## src/hdl/aal_pkg.sv

```systemverilog
// Types and constants shared by the address accept list modules.
package aal_pkg;

  typedef enum logic [1:0] {
    OP_CHECK  = 2'd0,
    OP_ADD    = 2'd1,
    OP_REMOVE = 2'd2,
    OP_CLEAR  = 2'd3
  } op_e;

  typedef enum logic [1:0] {
    ST_DONE      = 2'd0,
    ST_PRESENT   = 2'd1,
    ST_FULL      = 2'd2,
    ST_NOT_FOUND = 2'd3
  } status_e;

  localparam int unsigned AddrW  = 48;
  localparam int unsigned EntryW = AddrW + 1;
  localparam int unsigned CountW = 4;

  localparam logic [1:0] RegFilterEnable = 2'd0;

  typedef logic [EntryW-1:0] entry_t;

  typedef struct packed {
    logic [1:0]       opcode;
    logic [AddrW-1:0] peer_address;
    logic             address_type;
  } in_item_t;

  typedef struct packed {
    logic              allowed;
    logic [1:0]        status;
    logic [CountW-1:0] entry_count;
  } out_item_t;

  typedef struct packed {
    logic wr_en;
    logic rd_en;
  } mem_ctl_t;

endpackage

```

## src/hdl/aal_store.sv

```systemverilog
// Entry memory of the address accept list with one write and one registered read port.
module aal_store #(
  parameter int unsigned ENTRIES = 8,
  localparam int unsigned IdxW = (ENTRIES > 1) ? $clog2(ENTRIES) : 1
) (
  input  logic              clk_i,
  input  aal_pkg::mem_ctl_t mem_ctl_i,
  input  logic [IdxW-1:0]   wr_addr_i,
  input  aal_pkg::entry_t   wr_data_i,
  input  logic [IdxW-1:0]   rd_addr_i,
  output aal_pkg::entry_t   rd_data_o
);
  import aal_pkg::*;

  entry_t mem_q [ENTRIES];
  entry_t rd_data_q;

  always_ff @(posedge clk_i) begin
    if (mem_ctl_i.wr_en) begin
      mem_q[wr_addr_i] <= wr_data_i;
    end
    if (mem_ctl_i.rd_en) begin
      rd_data_q <= mem_q[rd_addr_i];
    end
  end

  assign rd_data_o = rd_data_q;

endmodule

```

## src/hdl/aal_seq.sv

```systemverilog
// Sequencer that walks the entry memory with one comparator and keeps the result register.
module aal_seq #(
  parameter int unsigned ENTRIES = 8,
  localparam int unsigned IdxW = (ENTRIES > 1) ? $clog2(ENTRIES) : 1
) (
  input  logic               clk_i,
  input  logic               rst_ni,
  input  logic               filter_en_i,
  input  logic               in_valid_i,
  input  aal_pkg::in_item_t  in_item_i,
  output logic               in_stall_o,
  output logic               out_valid_o,
  input  logic               out_stall_i,
  output aal_pkg::out_item_t out_item_o,
  output aal_pkg::mem_ctl_t  mem_ctl_o,
  output logic [IdxW-1:0]    wr_addr_o,
  output aal_pkg::entry_t    wr_data_o,
  output logic [IdxW-1:0]    rd_addr_o,
  input  aal_pkg::entry_t    rd_data_i
);
  import aal_pkg::*;

  localparam int unsigned CntW = $clog2(ENTRIES + 1);
  localparam logic [CntW-1:0] MaxCnt = CntW'(ENTRIES);
  localparam logic [CntW-1:0] OneCnt = CntW'(1);

  typedef enum logic [4:0] {
    S_IDLE    = 5'b00001,
    S_SCAN    = 5'b00010,
    S_MOVE_RD = 5'b00100,
    S_MOVE_WR = 5'b01000,
    S_RESP    = 5'b10000
  } state_e;

  state_e          state_q, state_d;
  logic [CntW-1:0] count_q, count_d;
  logic [CntW-1:0] scan_q, scan_d;
  logic            cmp_v_q, cmp_v_d;
  logic [IdxW-1:0] cmp_idx_q, cmp_idx_d;
  logic [IdxW-1:0] slot_q, slot_d;
  logic [1:0]      op_q, op_d;
  entry_t          key_q, key_d;
  logic            allowed_q, allowed_d;
  logic [1:0]      status_q, status_d;
  logic            out_valid_q, out_valid_d;
  out_item_t       out_item_q, out_item_d;
  logic            hit;
  logic [CntW-1:0] last;

  assign hit  = cmp_v_q && (rd_data_i == key_q);
  assign last = count_q - OneCnt;

  always_comb begin
    state_d     = state_q;
    count_d     = count_q;
    scan_d      = scan_q;
    cmp_v_d     = 1'b0;
    cmp_idx_d   = cmp_idx_q;
    slot_d      = slot_q;
    op_d        = op_q;
    key_d       = key_q;
    allowed_d   = allowed_q;
    status_d    = status_q;
    out_valid_d = out_valid_q;
    out_item_d  = out_item_q;
    mem_ctl_o   = '0;
    wr_addr_o   = slot_q;
    wr_data_o   = key_q;
    rd_addr_o   = scan_q[IdxW-1:0];

    if (out_valid_q && !out_stall_i) begin
      out_valid_d = 1'b0;
    end

    unique case (state_q)
      S_IDLE: begin
        if (in_valid_i) begin
          op_d      = in_item_i.opcode;
          key_d     = {in_item_i.address_type, in_item_i.peer_address};
          allowed_d = 1'b0;
          status_d  = ST_DONE;
          scan_d    = '0;
          if (in_item_i.opcode == OP_CLEAR) begin
            count_d = '0;
            state_d = S_RESP;
          end else if ((in_item_i.opcode == OP_CHECK) && !filter_en_i) begin
            allowed_d = 1'b1;
            state_d   = S_RESP;
          end else begin
            state_d = S_SCAN;
          end
        end
      end
      S_SCAN: begin
        if (hit) begin
          unique case (op_q)
            OP_CHECK: begin
              allowed_d = 1'b1;
              state_d   = S_RESP;
            end
            OP_ADD: begin
              status_d = ST_PRESENT;
              state_d  = S_RESP;
            end
            OP_REMOVE: begin
              slot_d  = cmp_idx_q;
              state_d = S_MOVE_RD;
            end
            default: begin
              state_d = S_RESP;
            end
          endcase
        end else if (scan_q < count_q) begin
          mem_ctl_o.rd_en = 1'b1;
          rd_addr_o       = scan_q[IdxW-1:0];
          cmp_v_d         = 1'b1;
          cmp_idx_d       = scan_q[IdxW-1:0];
          scan_d          = scan_q + OneCnt;
        end else begin
          state_d = S_RESP;
          unique case (op_q)
            OP_CHECK: begin
              allowed_d = 1'b0;
            end
            OP_ADD: begin
              if (count_q >= MaxCnt) begin
                status_d = ST_FULL;
              end else begin
                mem_ctl_o.wr_en = 1'b1;
                wr_addr_o       = count_q[IdxW-1:0];
                wr_data_o       = key_q;
                count_d         = count_q + OneCnt;
              end
            end
            OP_REMOVE: begin
              status_d = ST_NOT_FOUND;
            end
            default: begin
              status_d = ST_DONE;
            end
          endcase
        end
      end
      S_MOVE_RD: begin
        mem_ctl_o.rd_en = 1'b1;
        rd_addr_o       = last[IdxW-1:0];
        state_d         = S_MOVE_WR;
      end
      S_MOVE_WR: begin
        mem_ctl_o.wr_en = 1'b1;
        wr_addr_o       = slot_q;
        wr_data_o       = rd_data_i;
        count_d         = last;
        state_d         = S_RESP;
      end
      S_RESP: begin
        if (!out_valid_q || !out_stall_i) begin
          out_valid_d            = 1'b1;
          out_item_d.allowed     = allowed_q;
          out_item_d.status      = status_q;
          out_item_d.entry_count = CountW'(count_q);
          state_d                = S_IDLE;
        end
      end
      default: begin
        state_d = S_IDLE;
      end
    endcase
  end

  always_ff @(posedge clk_i or negedge rst_ni) begin
    if (!rst_ni) begin
      state_q     <= S_IDLE;
      count_q     <= '0;
      cmp_v_q     <= 1'b0;
      out_valid_q <= 1'b0;
    end else begin
      state_q     <= state_d;
      count_q     <= count_d;
      cmp_v_q     <= cmp_v_d;
      out_valid_q <= out_valid_d;
    end
  end

  always_ff @(posedge clk_i) begin
    scan_q     <= scan_d;
    cmp_idx_q  <= cmp_idx_d;
    slot_q     <= slot_d;
    op_q       <= op_d;
    key_q      <= key_d;
    allowed_q  <= allowed_d;
    status_q   <= status_d;
    out_item_q <= out_item_d;
  end

  assign in_stall_o  = (state_q != S_IDLE);
  assign out_valid_o = out_valid_q;
  assign out_item_o  = out_item_q;

endmodule

```

## src/hdl/address_accept_list.sv

```systemverilog
// Top level of the address accept list with its configuration port.
//
// Channel   Direction  Handshake                  Payload
// in        input      in_valid_i / in_stall_o    in_item_i (aal_pkg::in_item_t)
// out       output     out_valid_o / out_stall_i  out_item_o (aal_pkg::out_item_t)
// config    input      psel, penable, pwrite      paddr, pwdata, prdata
//
// A clear or a check with filtering off goes straight to the response state, which loads a result
// once no result is held by out_stall_i. A check, add or remove reads one entry per cycle
// through the registered memory port; a remove that compacts the list then moves its last entry
// through a read and a write state. The next item is taken in the cycle after the result is loaded.
// Reset empties the list and clears filter_enable; the entry memory itself is not cleared.
// A result held by out_stall_i delays the next result, not the walk of the next item.
module address_accept_list #(
  parameter int unsigned ENTRIES = 8
) (
  input  logic               clk_i,
  input  logic               rst_ni,
  input  logic               in_valid_i,
  output logic               in_stall_o,
  input  aal_pkg::in_item_t  in_item_i,
  output logic               out_valid_o,
  input  logic               out_stall_i,
  output aal_pkg::out_item_t out_item_o,
  input  logic               psel,
  input  logic               penable,
  input  logic               pwrite,
  input  logic [1:0]         paddr,
  input  logic [31:0]        pwdata,
  output logic [31:0]        prdata,
  output logic               pready
);
  import aal_pkg::*;

  localparam int unsigned IdxW = (ENTRIES > 1) ? $clog2(ENTRIES) : 1;

  logic            filter_en_q, filter_en_d;
  mem_ctl_t        mem_ctl;
  logic [IdxW-1:0] wr_addr;
  entry_t          wr_data;
  logic [IdxW-1:0] rd_addr;
  entry_t          rd_data;

  assign pready = 1'b1;

  always_comb begin
    filter_en_d = filter_en_q;
    if (psel && penable && pwrite && (paddr == RegFilterEnable)) begin
      filter_en_d = pwdata[0];
    end
  end

  always_ff @(posedge clk_i or negedge rst_ni) begin
    if (!rst_ni) begin
      filter_en_q <= 1'b0;
    end else begin
      filter_en_q <= filter_en_d;
    end
  end

  assign prdata = (paddr == RegFilterEnable) ? {31'd0, filter_en_q} : 32'd0;

  aal_seq #(
    .ENTRIES(ENTRIES)
  ) u_seq (
    .clk_i      (clk_i),
    .rst_ni     (rst_ni),
    .filter_en_i(filter_en_q),
    .in_valid_i (in_valid_i),
    .in_item_i  (in_item_i),
    .in_stall_o (in_stall_o),
    .out_valid_o(out_valid_o),
    .out_stall_i(out_stall_i),
    .out_item_o (out_item_o),
    .mem_ctl_o  (mem_ctl),
    .wr_addr_o  (wr_addr),
    .wr_data_o  (wr_data),
    .rd_addr_o  (rd_addr),
    .rd_data_i  (rd_data)
  );

  aal_store #(
    .ENTRIES(ENTRIES)
  ) u_store (
    .clk_i    (clk_i),
    .mem_ctl_i(mem_ctl),
    .wr_addr_i(wr_addr),
    .wr_data_i(wr_data),
    .rd_addr_i(rd_addr),
    .rd_data_o(rd_data)
  );

endmodule

```

## config.mk

```make
export PLATFORM = sky130hd
export DESIGN_NAME = address_accept_list
export DESIGN_NICKNAME = d
export VERILOG_FILES = /design/src/hdl/aal_pkg.sv /design/src/hdl/aal_store.sv /design/src/hdl/aal_seq.sv /design/src/hdl/address_accept_list.sv
export SDC_FILE = /design/constraint.sdc
export NUM_CORES = 1
export LEC_CHECK = 0
export ABC_CLOCK_PERIOD_IN_PS = 11150
export BUFFER_PORTS_ARGS = -buffer_cell sky130_fd_sc_hd__buf_2
export CAP_MARGIN = 20
export CELL_PAD_IN_SITES_DETAIL_PLACEMENT = 2
export CELL_PAD_IN_SITES_GLOBAL_PLACEMENT = 2
export CORE_UTILIZATION = 46
export CTS_CLUSTER_DIAMETER = 40
export DETAILED_ROUTE_END_ITERATION = 10
export PLACE_DENSITY = 0.87
export SKIP_LAST_GASP = 1
export SYNTH_ARGS = -nofsm -noshare
export SYNTH_HDL_FRONTEND = slang
export SYNTH_SLANG_ARGS = --single-unit
```

## constraint.sdc

```tcl
create_clock -name clk_i -period 11.15 [get_ports clk_i]
set_clock_uncertainty 0.05 [all_clocks]
set_input_delay 2.23 -clock clk_i [delete_from_list [all_inputs] [get_ports clk_i]]
set_output_delay 2.23 -clock clk_i [all_outputs]
set_load 0.01 [all_outputs]
```

Word-level counts from Yosys, hierarchy flattened

Memory sizes are Yosys's and may differ from the RTL's. A register that Yosys moved wholly into a read port is not among the register bits.
Index checks and enable logic that the tools add are counted.

Add/subtract/negate cells: 3
Magnitude comparators: 2
Eq/ne operators: 24
Mux-type cells: 56
Bitwise gates (word level): 1
Reduce and logical (&&, ||, !) cells: 24

Operator list:

| cell                                                | number |
|---|---|
| equality test 49 bit                                | 1 |
| two-way mux 49 bit                                  | 1 |
| two-way mux 4 bit                                   | 9 |
| two-way mux 5 bit                                   | 7 |
| case mux 5 bit (5 select lines)                     | 1 |
| two-way mux 1 bit                                   | 19 |
| two-way mux 3 bit                                   | 6 |
| two-way mux 2 bit                                   | 6 |
| case mux 4 bit (3 select lines)                     | 1 |
| != test 2 bit, second input constant                | 5 |
| != test 3 x 2 -> 1 bit, second input constant       | 3 |
| AND reduction 3 bit                                 | 3 |
| adder 4 x 1 -> 4 bit, second input constant         | 2 |
| case mux 4 bit (2 select lines)                     | 1 |
| AND reduction 7 bit                                 | 1 |
| logical AND 1 bit                                   | 6 |
| zero test 2 bit                                     | 3 |
| != test 2 x 1 -> 1 bit, second input constant       | 3 |
| != test 3 bit, second input constant                | 2 |
| case mux 1 bit (2 select lines)                     | 3 |
| case mux 2 bit (3 select lines)                     | 1 |
| AND reduction 6 bit                                 | 1 |
| equality test 5 x 1 -> 1 bit, second input constant | 1 |
| equality test 5 x 2 -> 1 bit, second input constant | 1 |
| 19 further kinds                                    | 23 |

Bits in registers: 83
Memory bits (writable): 392
Bits of input ports: 92
Output and inout port bits: 42
Logic and storage cells: 126
Memories kept: 1

Memories:

| memory        | depth | bits a word | read ports | clocked after Yosys merged registers in | wr ports | line            | source |
|---|---|---|---|---|---|---|---|
| u_store.mem_q | 8     | 49          | 1          | 1                                       | 1        | aal_store.sv:15 | `entry_t mem_q [ENTRIES];` |

Depth between registers and ports, before layout

Depth after elaboration: 8
Mapped depth: 10
Mapped depth without buffers: 7

By module

From an unflattened synthesis, not the netlist that was laid out.

Cell total of the unflattened synthesis: 1100
Area total of the unflattened synthesis: 20890.0 sq um

Modules (own cells, without submodules):

| module              | times used | cells an instance | area an instance (sq um) | sequential area each (sq um) |
|---|---|---|---|---|
| aal_store           | 1          | 628               | 16233.1                  | 13242.7 |
| aal_seq             | 1          | 433               | 4355.4                   | 2408.6 |
| address_accept_list | 1          | 39                | 301.5                    | 25.0 |

Worst setup path after synthesis

No wires, ideal clock.

Path kind: reg-to-reg
Start point: reg u_seq.scan_q[1]
End point: mem u_store.mem_q[0][0] (netlist name) (enable)
Library setup time: 0.529 ns
Arrival: 5.081 ns
Data required time: 10.571 ns
Path slack: 5.491 ns
Cell stages (with the launch flop): 7
Path buffers: 0
Period minus slack after synthesis: 5.659 ns
Cells stage by stage: edfxtp_1 ha_1 a21oi_1 o21a_1 nor2_1 nand3_1 o31ai_1

Cells in the longest elaborated chain, start to end: 6
Elaborated cells on any way between the ends: 9
Classes of those cells: order compare: 1; mux: 8

Ends and longest elaborated chain:

| item                                    | line            | source |
|---|---|---|
| start, declared                         | aal_seq.sv:37   | `logic [CntW-1:0] scan_q, scan_d;` |
| start signal, assigned                  | aal_seq.sv:186  | `scan_q <= scan_d;` |
| < comparator 4 bit *                    | aal_seq.sv:113  | `end else if (scan_q < count_q) begin` |
| two-way mux 1 bit                       | aal_seq.sv:113  |  |
| two-way mux 2 bit                       | aal_seq.sv:95   | `if (hit) begin` |
| case mux 1 bit (2 select lines)         | aal_seq.sv:75   | `unique case (state_q)` |
| two-way mux 1 bit                       | aal_store.sv:19 | `if (mem_ctl_i.wr_en) begin` |
| two-way mux 1 bit (implied by the code) | aal_store.sv:20 | `mem_q[wr_addr_i] <= wr_data_i;` |
| end, declared                           | aal_store.sv:15 |  |

Every way passes the cells marked *; elsewhere a longest branch is shown, timed or not.

Worst setup path in the final report

Start point: in paddr[1]
End point: out prdata[0]

Cells in the longest elaborated chain, start to end: 2

Ends and longest elaborated chain:

| item              | line                      | source |
|---|---|---|
| start, declared   | address_accept_list.sv:28 | `input logic [1:0] paddr,` |
| zero test 2 bit   | address_accept_list.sv:61 | `assign prdata = (paddr == RegFilterEnable) ? {31'd0, filter_en_q} : 32'd0;` |
| two-way mux 1 bit | address_accept_list.sv:61 |  |
| end, declared     | address_accept_list.sv:30 | `output logic [31:0] prdata,` |

No other way between the ends.

==> run summary <==
run status: finished clean
leading cell type in the layout, fill and taps excluded: edfxtp_1
drt wl/cell: 33.0 um
unrepaired setup endpoints after global routing: no
CTS Hold Bufs: 0
CP endpoint kind: output pin
CTS tree: yes
EDFF count, synth: 512
antenna-violating nets left: 0
vias in the first global route: 16198
H-Tree Depth: 3
Root Buffer: clkbuf_16
die area: 0.0477 sq mm
Async SR Flop Fraction: 2.29%
Tot GR Track Use: 33.0%
Worst Tran Pin Value: 1.17 ns
Sink Count: 524
most frequent cells in the layout: edfxtp_1, nand2_1, nand3_1
Peak VDD IR: 0.000218 V
num rows: 78
Yosys warning count: 0
Area growth syn-to-layout: 16.5%
Hold Fails Final Rpt: 0
Power Density: 255 mW/mm^2
# diodes: 0
final worst path period need: 5.05 ns
crit path kind: in2out
Synth Cell Area: 0.0215 sq mm
CTS resizes: 0
Die H: 218 um
fillers: 4150
Gate Count Post-Synth: 1597
Final setup viols: 0
fmax: 198 MHz
Reg clk slew, reported paths: 0.05 ns
routed vias: 14483
first-pass GRT wire length: 112000 um
setup TNS: 0 ns
crit path DAT: 2.77 ns
top cell type by total area after synthesis: edfxtp_1
CP Launch Type: primary input
synthesized area per cell: 13.5 sq um
Synth area leaders: edfxtp_1, nand2_1, nand3_1
CTS buffer count: 77
total power: 6.39 mW
Yosys top cell area share: 71.4%
hpwl dp: 37600 um
share of post-route cells with drive strength above 1: 14.0%
Netlist cell types: 54
Max-slew headroom: 22.0%
Iteration-0 DRC Markers: 1416
Chip Width: 218 um
Static Leak: 8.90 nW
Setup Buffers After CTS: 0
worst-path maximum fanout: 2
initial antenna violation count: 0
core box area: 0.0458 sq mm
sequential area share after synthesis: 72.8%
vias per inst: 6.22
#FFs+latches synth: 524
period utilization: 45.2%
drt total wl: 76800 um
input/output buffers: 70
Ports: 134
largest net degree at the start of global routing: 197
Starting Density: 47.0%
Req. time, crit path: 8.87 ns
router iterations before antenna repair: 5
Clock Latency Late Sink: 0.63 ns
Max Cap Viol: 0
clk buf depth: 3
Synth Flop Type: edfxtp_1
Final GP Congestion: 0.771
Worst Hold Class: reg2reg
total grt overflow: 0
Final Max Tran Viols: 0
final net count: 1769
# DRC: 0
final timing paths:
path,start,endpoint,slack (ns),cells after the start
worst min register to register,u_seq.status_q[0],u_seq.out_item_o[4],0.37,0
worst max register to register,u_seq.key_q[40],u_store.mem_q[4][32],6.72,7
worst max-delay path,paddr[1],prdata[0],6.10,4
worst min-delay path,u_seq.status_q[0],u_seq.out_item_o[4],0.37,0
min in group asynchronous,rst_ni,u_seq.cmp_v_q,1.47,1
max in group asynchronous,rst_ni,u_seq.state_q[0],9.26,1
stage by stage:
stage | instance area (sq um) | hold slack (ns) | setup WS (ns) | util [%] | std cells
finish | 25100 | 0.368 | 6.10 | 54.8 | 2330
global route | 25100 | 0.371 | 6.08 | 54.8 | 2330
CTS | 25100 | 0.368 | 6.11 | 54.8 | 2330
detailed placement | 22300 | 0.356 | 6.14 | 48.8 | 2189
global placement | 22300 | 0.354 | 6.17 | 48.8 | 2189
floorplan | 21600 | 0.350 | 5.49 | - | 1627
sequential cells by signal (all words and copies together), names as in the netlist:
name / count
filter_en_q: 1
u_seq.allowed_q: 1
u_seq.cmp_idx_q: 3
u_seq.cmp_v_q: 1
u_seq.count_q: 4
u_seq.key_q: 49
u_seq.op_q: 2
u_seq.out_item_o: 7
u_seq.out_valid_o: 1
u_seq.scan_q: 4
u_seq.slot_q: 3
u_seq.state_q: 5
u_seq.status_q: 2
u_store.mem_q: 392
u_store.rd_data_o: 49
cell families (layout without fill, tap and decap cells):
family | count (synthesis) | after routing | synth area share, %
flip-flops | 524 | 524 | 72.8
AND/OR/NAND/NOR | 669 | 669 | 13.5
other | 2 | 32 | 0.0349
XOR/XNOR | 50 | 50 | 2.04
AO/OA/AOI/OAI | 196 | 196 | 7.26
adder cells (fa/ha/maj) | 9 | 9 | 0.523
buffers and inverters | 143 | 246 | 3.61
multiplexers | 4 | 4 | 0.198
final cells by class:
class	instances	area [sq um]	share of cell area (%)
Tap cell	600	751	3.00
Clock inverter	56	699	2.79
Multi-Input combinational cell	960	5350	21.3
Inverter	15	56.3	0.225
Timing Repair Buffer	90	513	2.05
Sequential cell	524	15700	62.6
Clock buffer	85	2020	8.06
synth_stat cells (2+ instances only):
cell type / n
o31ai_1: 4
ha_1: 9
nor2_1: 16
a31o_2: 2
nand4_1: 6
nand2_1: 454
inv_1: 15
xor2_1: 48
buf_2: 24
a221oi_1: 3
edfxtp_1: 512
mux2i_1: 2
a211oi_1: 50
a31o_1: 49
nor3_1: 5
a311oi_1: 49
and4b_1: 2
clkbuf_1: 54
nand3_1: 107
conb_1: 2
o21ai_0: 11
nand3b_1: 3
a21oi_1: 11
buf_4: 36
nand4b_1: 2
buf_6: 10
nor4_1: 11
dfrtp_1: 11
o21a_1: 2
and3_1: 51
and2_1: 4
nand2b_1: 2
o32ai_1: 2
buf_1: 4
xnor2_1: 2
o22ai_1: 4
worst max-delay path, cell delays in order:
cell	delay (ns)
buf_2	0.09
nor2_1	0.12
and2_1	0.16
buf_2	0.15
routing by layer:
metal | vias to the layer above | GRT usage [%] | part of all wire, %
li1 | 6023 | - | -
met5 | - | 0 | 0
met2 | 626 | 57.0 | 52
met3 | 208 | 5.53 | 5.8
met1 | 7626 | 40.5 | 38
met4 | 0 | 14.6 | 4.2
where the power goes:
part           switching, mW  internal (mW)  total, mW
registers             0.0988           2.41       2.51
clock network           1.01           1.63       2.63
logic                  0.917          0.336       1.25
total                   2.02           4.37       6.39
Power figures use the tool's default switching activity.
